`src/rtl/gfm_pkg.sv`:
```
`timescale 1ns / 1ps
// gfm_pkg: shared types and constants for the GF(2^n) multiply/square block
// no dependencies

package gfm_pkg;

	localparam int WORD_BITS  = 64;
	localparam int DIGIT_BITS = 8;
	localparam int RED_W      = 11;

	// low terms of the field polynomial, the x^n term left out
	localparam logic [RED_W-1:0] RED_LOW_STD = 11'h087; // x^7+x^2+x+1
	localparam logic [RED_W-1:0] RED_LOW_256 = 11'h425; // x^10+x^5+x^2+1

	typedef enum logic [3:0] {
		ST_IDLE  = 4'b0001,
		ST_START = 4'b0010,
		ST_MUL   = 4'b0100,
		ST_OUT   = 4'b1000
	} gfm_state_t;

	typedef struct packed {
		logic start;
		logic step;
		logic shift_out;
		logic square;
	} gfm_mult_ctrl_t;

endpackage

```
`src/rtl/gf2n_multiply_square_top.sv`:
```
`timescale 1ns / 1ps
// gf2n_multiply_square_top: GF(2^n) multiply/square, n = 128, 192 or 256
// depends on gfm_pkg, gfm_operand_store, gfm_digit_mult
//
// usage:
//   operand channel (op_valid/op_ready): one beat carries one word of a and
//   one of b, least significant first; last_in marks the final beat, whose
//   op bit picks multiply (0) or square of a (1). missing words read as zero,
//   words beyond n/64 are dropped.
//   result channel (res_valid/res_ready): n/64 beats of c_word, least
//   significant first, last_out on the most significant word.
// sequence:
//   the load takes beats while op_ready is high; after the last beat, the setup
//   state and the digit steps (one 8-bit digit of b, or of a when squaring,
//   per cycle through the multiplier) pass before the first result word
//   shows, then one word per cycle while the receiver takes them.
//   op_ready is high only while loading; it stays low until the last result
//   word is taken.
// reset: asynchronous, clears the operand words, the load count and the
//   control; a stalled receiver just holds the current result word.

module gf2n_multiply_square_top import gfm_pkg::*; #(
	parameter int FIELD_BITS = 128
) (
	input  logic                 clk,
	input  logic                 arst_n,
	input  logic                 op_valid,
	output logic                 op_ready,
	input  logic                 op,
	input  logic [WORD_BITS-1:0] a_word,
	input  logic [WORD_BITS-1:0] b_word,
	input  logic                 last_in,
	output logic                 res_valid,
	input  logic                 res_ready,
	output logic [WORD_BITS-1:0] c_word,
	output logic                 last_out
);

	localparam int NW     = (FIELD_BITS >= 256) ? 4 : ((FIELD_BITS >= 192) ? 3 : 2);
	localparam int DIGITS = NW * WORD_BITS / DIGIT_BITS;
	localparam int DCW    = $clog2(DIGITS);
	localparam int WCW    = $clog2(NW);
	localparam logic [DCW-1:0] DCNT_LAST = DCW'(DIGITS - 1);
	localparam logic [WCW-1:0] WCNT_LAST = WCW'(NW - 1);

	gfm_state_t          state_q;
	logic                sq_q;
	logic [DCW-1:0]      dcnt_q;
	logic [WCW-1:0]      wcnt_q;
	logic                op_beat;
	logic                res_beat;
	logic                mul_done;
	gfm_mult_ctrl_t      mctrl;
	logic [NW*WORD_BITS-1:0] a_vec;
	logic [NW*WORD_BITS-1:0] b_vec;

	assign op_ready  = (state_q == ST_IDLE);
	assign res_valid = (state_q == ST_OUT);
	assign last_out  = (wcnt_q == WCNT_LAST);
	assign op_beat   = op_valid && op_ready;
	assign res_beat  = res_valid && res_ready;
	assign mul_done  = (state_q == ST_MUL) && (dcnt_q == DCNT_LAST);

	assign mctrl.start     = (state_q == ST_START);
	assign mctrl.step      = (state_q == ST_MUL);
	assign mctrl.shift_out = res_beat;
	assign mctrl.square    = sq_q;

	always_ff @(posedge clk or negedge arst_n) begin
		if (!arst_n) begin
			state_q <= ST_IDLE;
			sq_q    <= 1'b0;
			dcnt_q  <= '0;
			wcnt_q  <= '0;
		end else begin
			case (state_q)
				ST_IDLE: begin
					if (op_beat && last_in) begin
						sq_q    <= op;
						state_q <= ST_START;
					end
				end
				ST_START: begin
					dcnt_q  <= '0;
					state_q <= ST_MUL;
				end
				ST_MUL: begin
					dcnt_q <= dcnt_q + 1'b1;
					if (mul_done) begin
						wcnt_q  <= '0;
						state_q <= ST_OUT;
					end
				end
				ST_OUT: begin
					if (res_beat) begin
						wcnt_q <= wcnt_q + 1'b1;
						if (last_out) begin
							state_q <= ST_IDLE;
						end
					end
				end
				default: begin
					state_q <= ST_IDLE;
				end
			endcase
		end
	end

	// operands are no longer needed once the last digit is in
	gfm_operand_store #(
		.NW(NW)
	) u_store (
		.clk    (clk),
		.arst_n (arst_n),
		.wr_en  (op_beat),
		.clear  (mul_done),
		.a_word (a_word),
		.b_word (b_word),
		.a_vec  (a_vec),
		.b_vec  (b_vec)
	);

	gfm_digit_mult #(
		.NW(NW)
	) u_mult (
		.clk    (clk),
		.ctrl   (mctrl),
		.a_vec  (a_vec),
		.b_vec  (b_vec),
		.c_word (c_word)
	);

endmodule

```
`src/rtl/gfm_operand_store.sv`:
```
`timescale 1ns / 1ps
// gfm_operand_store: operand word registers for a and b plus the load count
// depends on gfm_pkg

module gfm_operand_store import gfm_pkg::*; #(
	parameter int NW = 2
) (
	input  logic                    clk,
	input  logic                    arst_n,
	input  logic                    wr_en,
	input  logic                    clear,
	input  logic [WORD_BITS-1:0]    a_word,
	input  logic [WORD_BITS-1:0]    b_word,
	output logic [NW*WORD_BITS-1:0] a_vec,
	output logic [NW*WORD_BITS-1:0] b_vec
);

	localparam int CW = $clog2(NW + 1);
	localparam int IW = $clog2(NW);
	localparam logic [CW-1:0] CNT_FULL = CW'(NW);

	logic [CW-1:0]        cnt_q;
	logic [WORD_BITS-1:0] a_q [NW];
	logic [WORD_BITS-1:0] b_q [NW];

	always_ff @(posedge clk or negedge arst_n) begin
		if (!arst_n) begin
			cnt_q <= '0;
			for (int i = 0; i < NW; i++) begin
				a_q[i] <= '0;
				b_q[i] <= '0;
			end
		end else if (clear) begin
			cnt_q <= '0;
			for (int i = 0; i < NW; i++) begin
				a_q[i] <= '0;
				b_q[i] <= '0;
			end
		end else if (wr_en && (cnt_q != CNT_FULL)) begin
			// words past the field width are dropped
			a_q[cnt_q[IW-1:0]] <= a_word;
			b_q[cnt_q[IW-1:0]] <= b_word;
			cnt_q <= cnt_q + 1'b1;
		end
	end

	for (genvar g = 0; g < NW; g++) begin : g_flat
		assign a_vec[g*WORD_BITS +: WORD_BITS] = a_q[g];
		assign b_vec[g*WORD_BITS +: WORD_BITS] = b_q[g];
	end

endmodule

```
`src/rtl/gfm_digit_mult.sv`:
```
`timescale 1ns / 1ps
// gfm_digit_mult: msb-first digit-serial multiplier with interleaved reduction
// and word-wise result shift-out; depends on gfm_pkg

module gfm_digit_mult import gfm_pkg::*; #(
	parameter int NW = 2
) (
	input  logic                    clk,
	input  gfm_mult_ctrl_t          ctrl,
	input  logic [NW*WORD_BITS-1:0] a_vec,
	input  logic [NW*WORD_BITS-1:0] b_vec,
	output logic [WORD_BITS-1:0]    c_word
);

	localparam int N = NW * WORD_BITS;
	localparam int D = DIGIT_BITS;
	localparam logic [RED_W-1:0] RED = (NW == 4) ? RED_LOW_256 : RED_LOW_STD;

	logic [N-1:0]   acc_q;
	logic [N-1:0]   bsh_q;
	logic [D-1:0]   dig;
	logic [N+D-1:0] wide;
	logic [N-1:0]   fold;
	logic [N-1:0]   acc_next;

	assign dig = bsh_q[N-1 -: D];

	// acc*x^D + a*digit, then fold the D overflow bits back with the low terms
	always_comb begin
		wide = {acc_q, {D{1'b0}}};
		for (int k = 0; k < D; k++) begin
			if (dig[k]) begin
				wide = wide ^ ({{D{1'b0}}, a_vec} << k);
			end
		end
		fold = '0;
		for (int k = 0; k < D; k++) begin
			if (wide[N+k]) begin
				fold = fold ^ ({{(N-RED_W){1'b0}}, RED} << k);
			end
		end
		acc_next = wide[N-1:0] ^ fold;
	end

	always_ff @(posedge clk) begin
		if (ctrl.start) begin
			acc_q <= '0;
			bsh_q <= ctrl.square ? a_vec : b_vec;
		end else if (ctrl.step) begin
			acc_q <= acc_next;
			bsh_q <= bsh_q << D;
		end else if (ctrl.shift_out) begin
			acc_q <= acc_q >> WORD_BITS;
		end
	end

	assign c_word = acc_q[WORD_BITS-1:0];

endmodule

```
`config.mk`:
```
export PLATFORM = sky130hd
export DESIGN_NAME = gf2n_multiply_square_top
export DESIGN_NICKNAME = d
export VERILOG_FILES = /design/src/rtl/gfm_pkg.sv /design/src/rtl/gf2n_multiply_square_top.sv /design/src/rtl/gfm_operand_store.sv /design/src/rtl/gfm_digit_mult.sv
export SDC_FILE = /design/constraint.sdc
export NUM_CORES = 2
export LEC_CHECK = 0
export ABC_AREA = 1
export BUFFER_PORTS_ARGS = -buffer_cell sky130_fd_sc_hd__buf_2
export CAP_MARGIN = 20
export CELL_PAD_IN_SITES_DETAIL_PLACEMENT = 1
export CELL_PAD_IN_SITES_GLOBAL_PLACEMENT = 2
export CORE_UTILIZATION = 36
export DETAILED_ROUTE_END_ITERATION = 10
export GPL_ROUTABILITY_DRIVEN = 0
export PLACE_DENSITY = 0.79
export SLEW_MARGIN = 40
export SYNTH_ARGS = -nofsm -noshare
export SYNTH_HDL_FRONTEND = slang
export SYNTH_SLANG_ARGS = --single-unit
```
`constraint.sdc`:
```
create_clock -name clk -period 5.4 [get_ports clk]
set_input_delay 1.08 -clock clk [delete_from_list [all_inputs] [get_ports clk]]
set_output_delay 1.08 -clock clk [all_outputs]
set_load 0.05 [all_outputs]
```
# After elaboration in Yosys (flattened, before gate mapping)
# Cells that the tools add are included.
# op_classes
addsub	3
magnitude_cmp	2
eq_ne	10
mux	40
bitwise	17
reduce_logical	13
# ops
cell	n
two-way mux 128 bit	9
two-way mux 136 bit	8
bitwise mux 128 bit	2
bitwise XOR 136 x 128 -> 136 bit	1
bitwise XOR 136 x 129 -> 136 bit	1
bitwise XOR 136 x 130 -> 136 bit	1
bitwise XOR 136 x 131 -> 136 bit	1
bitwise XOR 136 x 132 -> 136 bit	1
bitwise XOR 136 x 133 -> 136 bit	1
bitwise XOR 136 x 134 -> 136 bit	1
bitwise XOR 136 x 135 -> 136 bit	1
bitwise XOR 128 x 15 -> 128 bit	1
demux 64 bit (select 1 bit)	1
two-way mux 64 bit	1
inverter 3 -> 4 bit	7
two-way mux 4 bit	4
one-hot mux 4 bit (4 select lines)	1
two-way mux 15 bit	1
two-way mux 14 bit	1
two-way mux 13 bit	1
two-way mux 12 bit	1
two-way mux 11 bit	1
two-way mux 10 bit	1
two-way mux 9 bit	1
other kinds (22)	36
# totals
ff_bits	524
output_inout_bits	67
elab_cells	96

# Longest topological paths before layout
# logic_depth
word_depth	33
depth_mapped	16
mapped_depth_nobuf	15

# Modules after synthesis
# From an unflattened synthesis, not the netlist that was laid out.
# unflattened
hier_cells	5659
hier_area_um2	38464.4
# by_module_without_submodules
mod	n_inst	cells_each	area_each_um2
gfm_digit_mult	1	4482	27855.5
gfm_operand_store	1	1110	10040.9
gf2n_multiply_square_top	1	67	568.0

# Worst setup path before layout
# No wires, ideal clock.
# synth_timing
path_type	register to register
start	reg state_q[2]
end	reg u_mult.bsh_q[0] (enable)
t_arrival_ns	3.690
setup_slack_ns	1.216
stages_incl_launch_ff	6
path_cell_list	dfrtp_1 nor2_1 inv_1 nor3_2 inv_1 nand2_1
# synth_between
elab_chain_len	2
# synth_lines
item	line	text
start, declared	gf2n_multiply_square_top.sv:46	gfm_state_t state_q;
start signal, assigned	gf2n_multiply_square_top.sv:71	state_q <= ST_IDLE;
start signal, assigned	gf2n_multiply_square_top.sv:80	state_q <= ST_START;
start signal, assigned	gf2n_multiply_square_top.sv:85	state_q <= ST_MUL;
equality test 4 x 3 -> 1 bit or equality test 4 x 2 -> 1 bit (tied branches)	gf2n_multiply_square_top.sv:65, gf2n_multiply_square_top.sv:64	
nonzero test 2 bit (no source line) *	--	
end signal, assigned	gfm_digit_mult.sv:48	bsh_q <= ctrl.square ? a_vec : b_vec;
end signal, assigned	gfm_digit_mult.sv:51	bsh_q <= bsh_q << D;
end, declared	gfm_digit_mult.sv:20	logic [N-1:0] bsh_q;
# Mark *: on every way between the ends. The rest lies on a longest branch, timed or not.
# A chain may end at the register's enable or synchronous reset.

# Final worst setup path
# layout_timing
start	reg state_q[0]
end	reg u_store.a_q, in the netlist u_store.a_vec[76]
# layout_between
elab_chain_len	4
# layout_lines
item	line	text
equality test 4 x 1 -> 1 bit	gf2n_multiply_square_top.sv:57	assign op_ready = (state_q == ST_IDLE);
logical AND 1 bit	gf2n_multiply_square_top.sv:60	assign op_beat = op_valid && op_ready;
logical AND 1 bit	gfm_operand_store.sv:39	end else if (wr_en && (cnt_q != CNT_FULL)) begin
nonzero test 2 bit (no source line)	--	
end signal, assigned by index	gfm_operand_store.sv:41	a_q[cnt_q[IW-1:0]] <= a_word;
end, declared	gfm_operand_store.sv:23	logic [WORD_BITS-1:0] a_q [NW];
# Several ways; a longest one is shown, not always the timed one.

==> flow_summary.ini <==
[yosys]
syn_inst = 5214
synth_ff_type = dfrtp_1
synth_seq_cells = 524
ys_warn_count = 0
syn_area_per_cell_sq_um = 7.15
synth_cell_type_count = 37
syn_area_sq_mm = 0.0373
synth_seq_area_share_pct = 35.2
synth_area_leaders = dfrtp_1 (18%), nand2_1 (18%), xnor2_1 (11%), edfxtp_1 (10%), xor2_1 (9.9%)
synth_top_area_share_pct = 17.9
synth_edf_count = 128
syn_nets = 5350
yosysTopAreaCell = dfrtp_1
synthArstFlopShare_pct = 51.1

[setup_path]
cp_top_family = buffers and inverters
critical_path_buf_inv_count = 3
critical_path_class = flop to flop
slowest_stage = buf_4
cp_max_fo = 102
cp-end-kind = flop
worstPathCellList = nor2_1, nand3_2, nor2_1, inv_1, nand2_1, inv_6, buf_4, o21ai_0, o21ai_0
worstPathRequired_ns = 5.93
worstPathArrival_ns = 3.87
slowest_delay_ns = 0.73
start_kind = flop

[clock_tree]
cts_buffer_depth = 3
cts_sinks = 524
clkLatencyLatePin_ns = 0.62
post_cts_resized = 0
cts_tree = done
htree_levels = 3
cts_hold_buf = 0
cts_made_buffers = 66
clk_pin_slew_ns = 0.06
post_cts.repair.setup_buffers = 0
ctsRootBufferMaster = clkbuf_16

[die]
die_width_um = 324
coreArea_sq_mm = 0.102
io_pins = 201
die_h_um = 324
start_util_pct = 36.5
rows = 117
die_area_sq_mm = 0.105

[timing]
fin_crit_sh_pct = 61.8
relSlewSlack_pct = 41.2
setup_tns_ns = 0
fmax_ghz = 0.300
slew_violations = 0
tightest_slew_ns = 0.882
layout_min_cycle_time_ns = 3.34
whs_ns = 0.368
setup_viol = 0
rsz0062_at_grt = false
final.setup.worst_slack_ns = 2.06
clock_skew_ns = 0.0197
hold_viol_final = 0

[finish]
fin_nets = 5176
fin_util_pct = 39.7
final_common_cell = nand2_1
final_cell_mix = nand2_1 (1751), o21ai_0 (510), xnor2_1 (449)
fillers = 12846
drive_gt1_share_pct = 8.58
syn_to_final_growth_pct = 8.84

[route]
drtAntennaViolNets = 0
wirelength_um = 151000
vias = 34232
drt_pass1_iterations = 5
dr.first_iter.drc_count = 2659
vias_per_cell = 5.30
wire_per_inst_um = 23.3
drc_errors = 0

[global_routing]
grt_pass1_wl_um = 224000
grt.total_usage_pct = 28.6
grt_overflow = 0
grt_pass1_vias = 33567
grt_max_degree = 131
antenna_found_initial = 3

[pwr]
irDropWorstVdd_uv = 511
p_leak_uw = 0.0171
powerDensity_mw_per_mm2 = 660

[placed_design]
hpwl_um = 101000
pre_cts_ws_ns = 1.95
portBuffers = 200

[status]
status = completed

[min_path]
hold_path.class = input pin to asynchronous set/reset pin

[job]
drv_cap = 0
[cells by family (layout without fill, tap and decap cells)]
family / after synthesis / in the layout / synth area share, %
flops: 524 / 524 / 35.2
fa+ha+maj: 2 / 2 / 0.0671
simple gates: 2162 / 2162 / 23.0
compound gates: 794 / 794 / 11.4
xor+xnor: 873 / 873 / 20.7
buf+inv: 859 / 738 / 9.78
other cells: 0 / 1 / 0
[power by group]
group,switching [uW],leakage [uW],internal [uW]
Sequential,3160,0.00557,5440
Clock,1880,0.00104,2550
Combinational,8400,0.0105,5360
[sequential cells by signal, indices dropped and copies added, names as in the netlist]
| register | cells |
|---|---|
| u_mult.acc_q | 128 |
| u_store.cnt_q | 2 |
| state_q | 4 |
| sq_q | 1 |
| dcnt_q | 4 |
| last_out | 1 |
| u_store.a_vec | 128 |
| u_store.b_vec | 128 |
| u_mult.bsh_q | 128 |
[metal layers]
| metal | vias up | part of all wire, % | track usage (%) |
|---|---|---|---|
| met5 | - | 0 | 0 |
| met4 | 0 | 2.5 | 7.97 |
| met3 | 173 | 5.6 | 2.98 |
| met2 | 947 | 45 | 45.2 |
| met1 | 17222 | 47 | 41.2 |
| li1 | 15890 | - | - |
[final timing paths]
kind	from	to	slack, ns	cells after the start
min in group clk	u_mult.acc_q[89]	u_mult.acc_q[89]	0.50	2
min reg2reg	u_mult.acc_q[89]	u_mult.acc_q[89]	0.50	2
max reg2reg	state_q[0]	u_store.a_vec[76]	2.06	9
min	arst_n	u_store.a_vec[31]	0.37	1
max	state_q[0]	u_store.a_vec[76]	2.06	9
max in group asynchronous	arst_n	u_store.b_vec[80]	3.97	2
[synth_stat cells (11+ instances only)]
| master | n |
|---|---|
| edfxtp_1 | 128 |
| xor2_1 | 420 |
| a22o_1 | 11 |
| o21ai_0 | 510 |
| clkbuf_1 | 282 |
| buf_4 | 74 |
| dfxtp_1 | 128 |
| xnor2_1 | 449 |
| a31oi_1 | 169 |
| nand3_1 | 195 |
| buf_2 | 103 |
| inv_1 | 365 |
| nor2_1 | 135 |
| dfrtp_1 | 267 |
| nand2_1 | 1754 |
| or2_2 | 65 |
| buf_1 | 32 |
| a21oi_1 | 89 |
[layout make-up]
type / instances / area (sq um) / share of cell area [%]
timing repair buffer: 252 / 1650 / 4.05
clock buffer: 92 / 1880 / 4.63
inverter: 365 / 1390 / 3.41
tap: 1368 / 1710 / 4.22
sequential: 524 / 13100 / 32.3
multi-input combinational: 3831 / 20600 / 50.8
antenna: 1 / 2.50 / 0.00616
clock inverter: 29 / 240 / 0.592
[metrics by stage]
stage / std cells / power (uW) / instance area (sq um)
2_1_floorplan: 5214 / 18200 / 37300
3_3_place_gp: 6333 / 21800 / 38300
3_5_place_dp: 6339 / 22300 / 38500
4_1_cts: 6460 / 26800 / 40600
5_1_grt: 6461 / 28700 / 40600
6_report: 6462 / 26800 / 40600
Note: power is estimated with default switching activity, not from simulation.
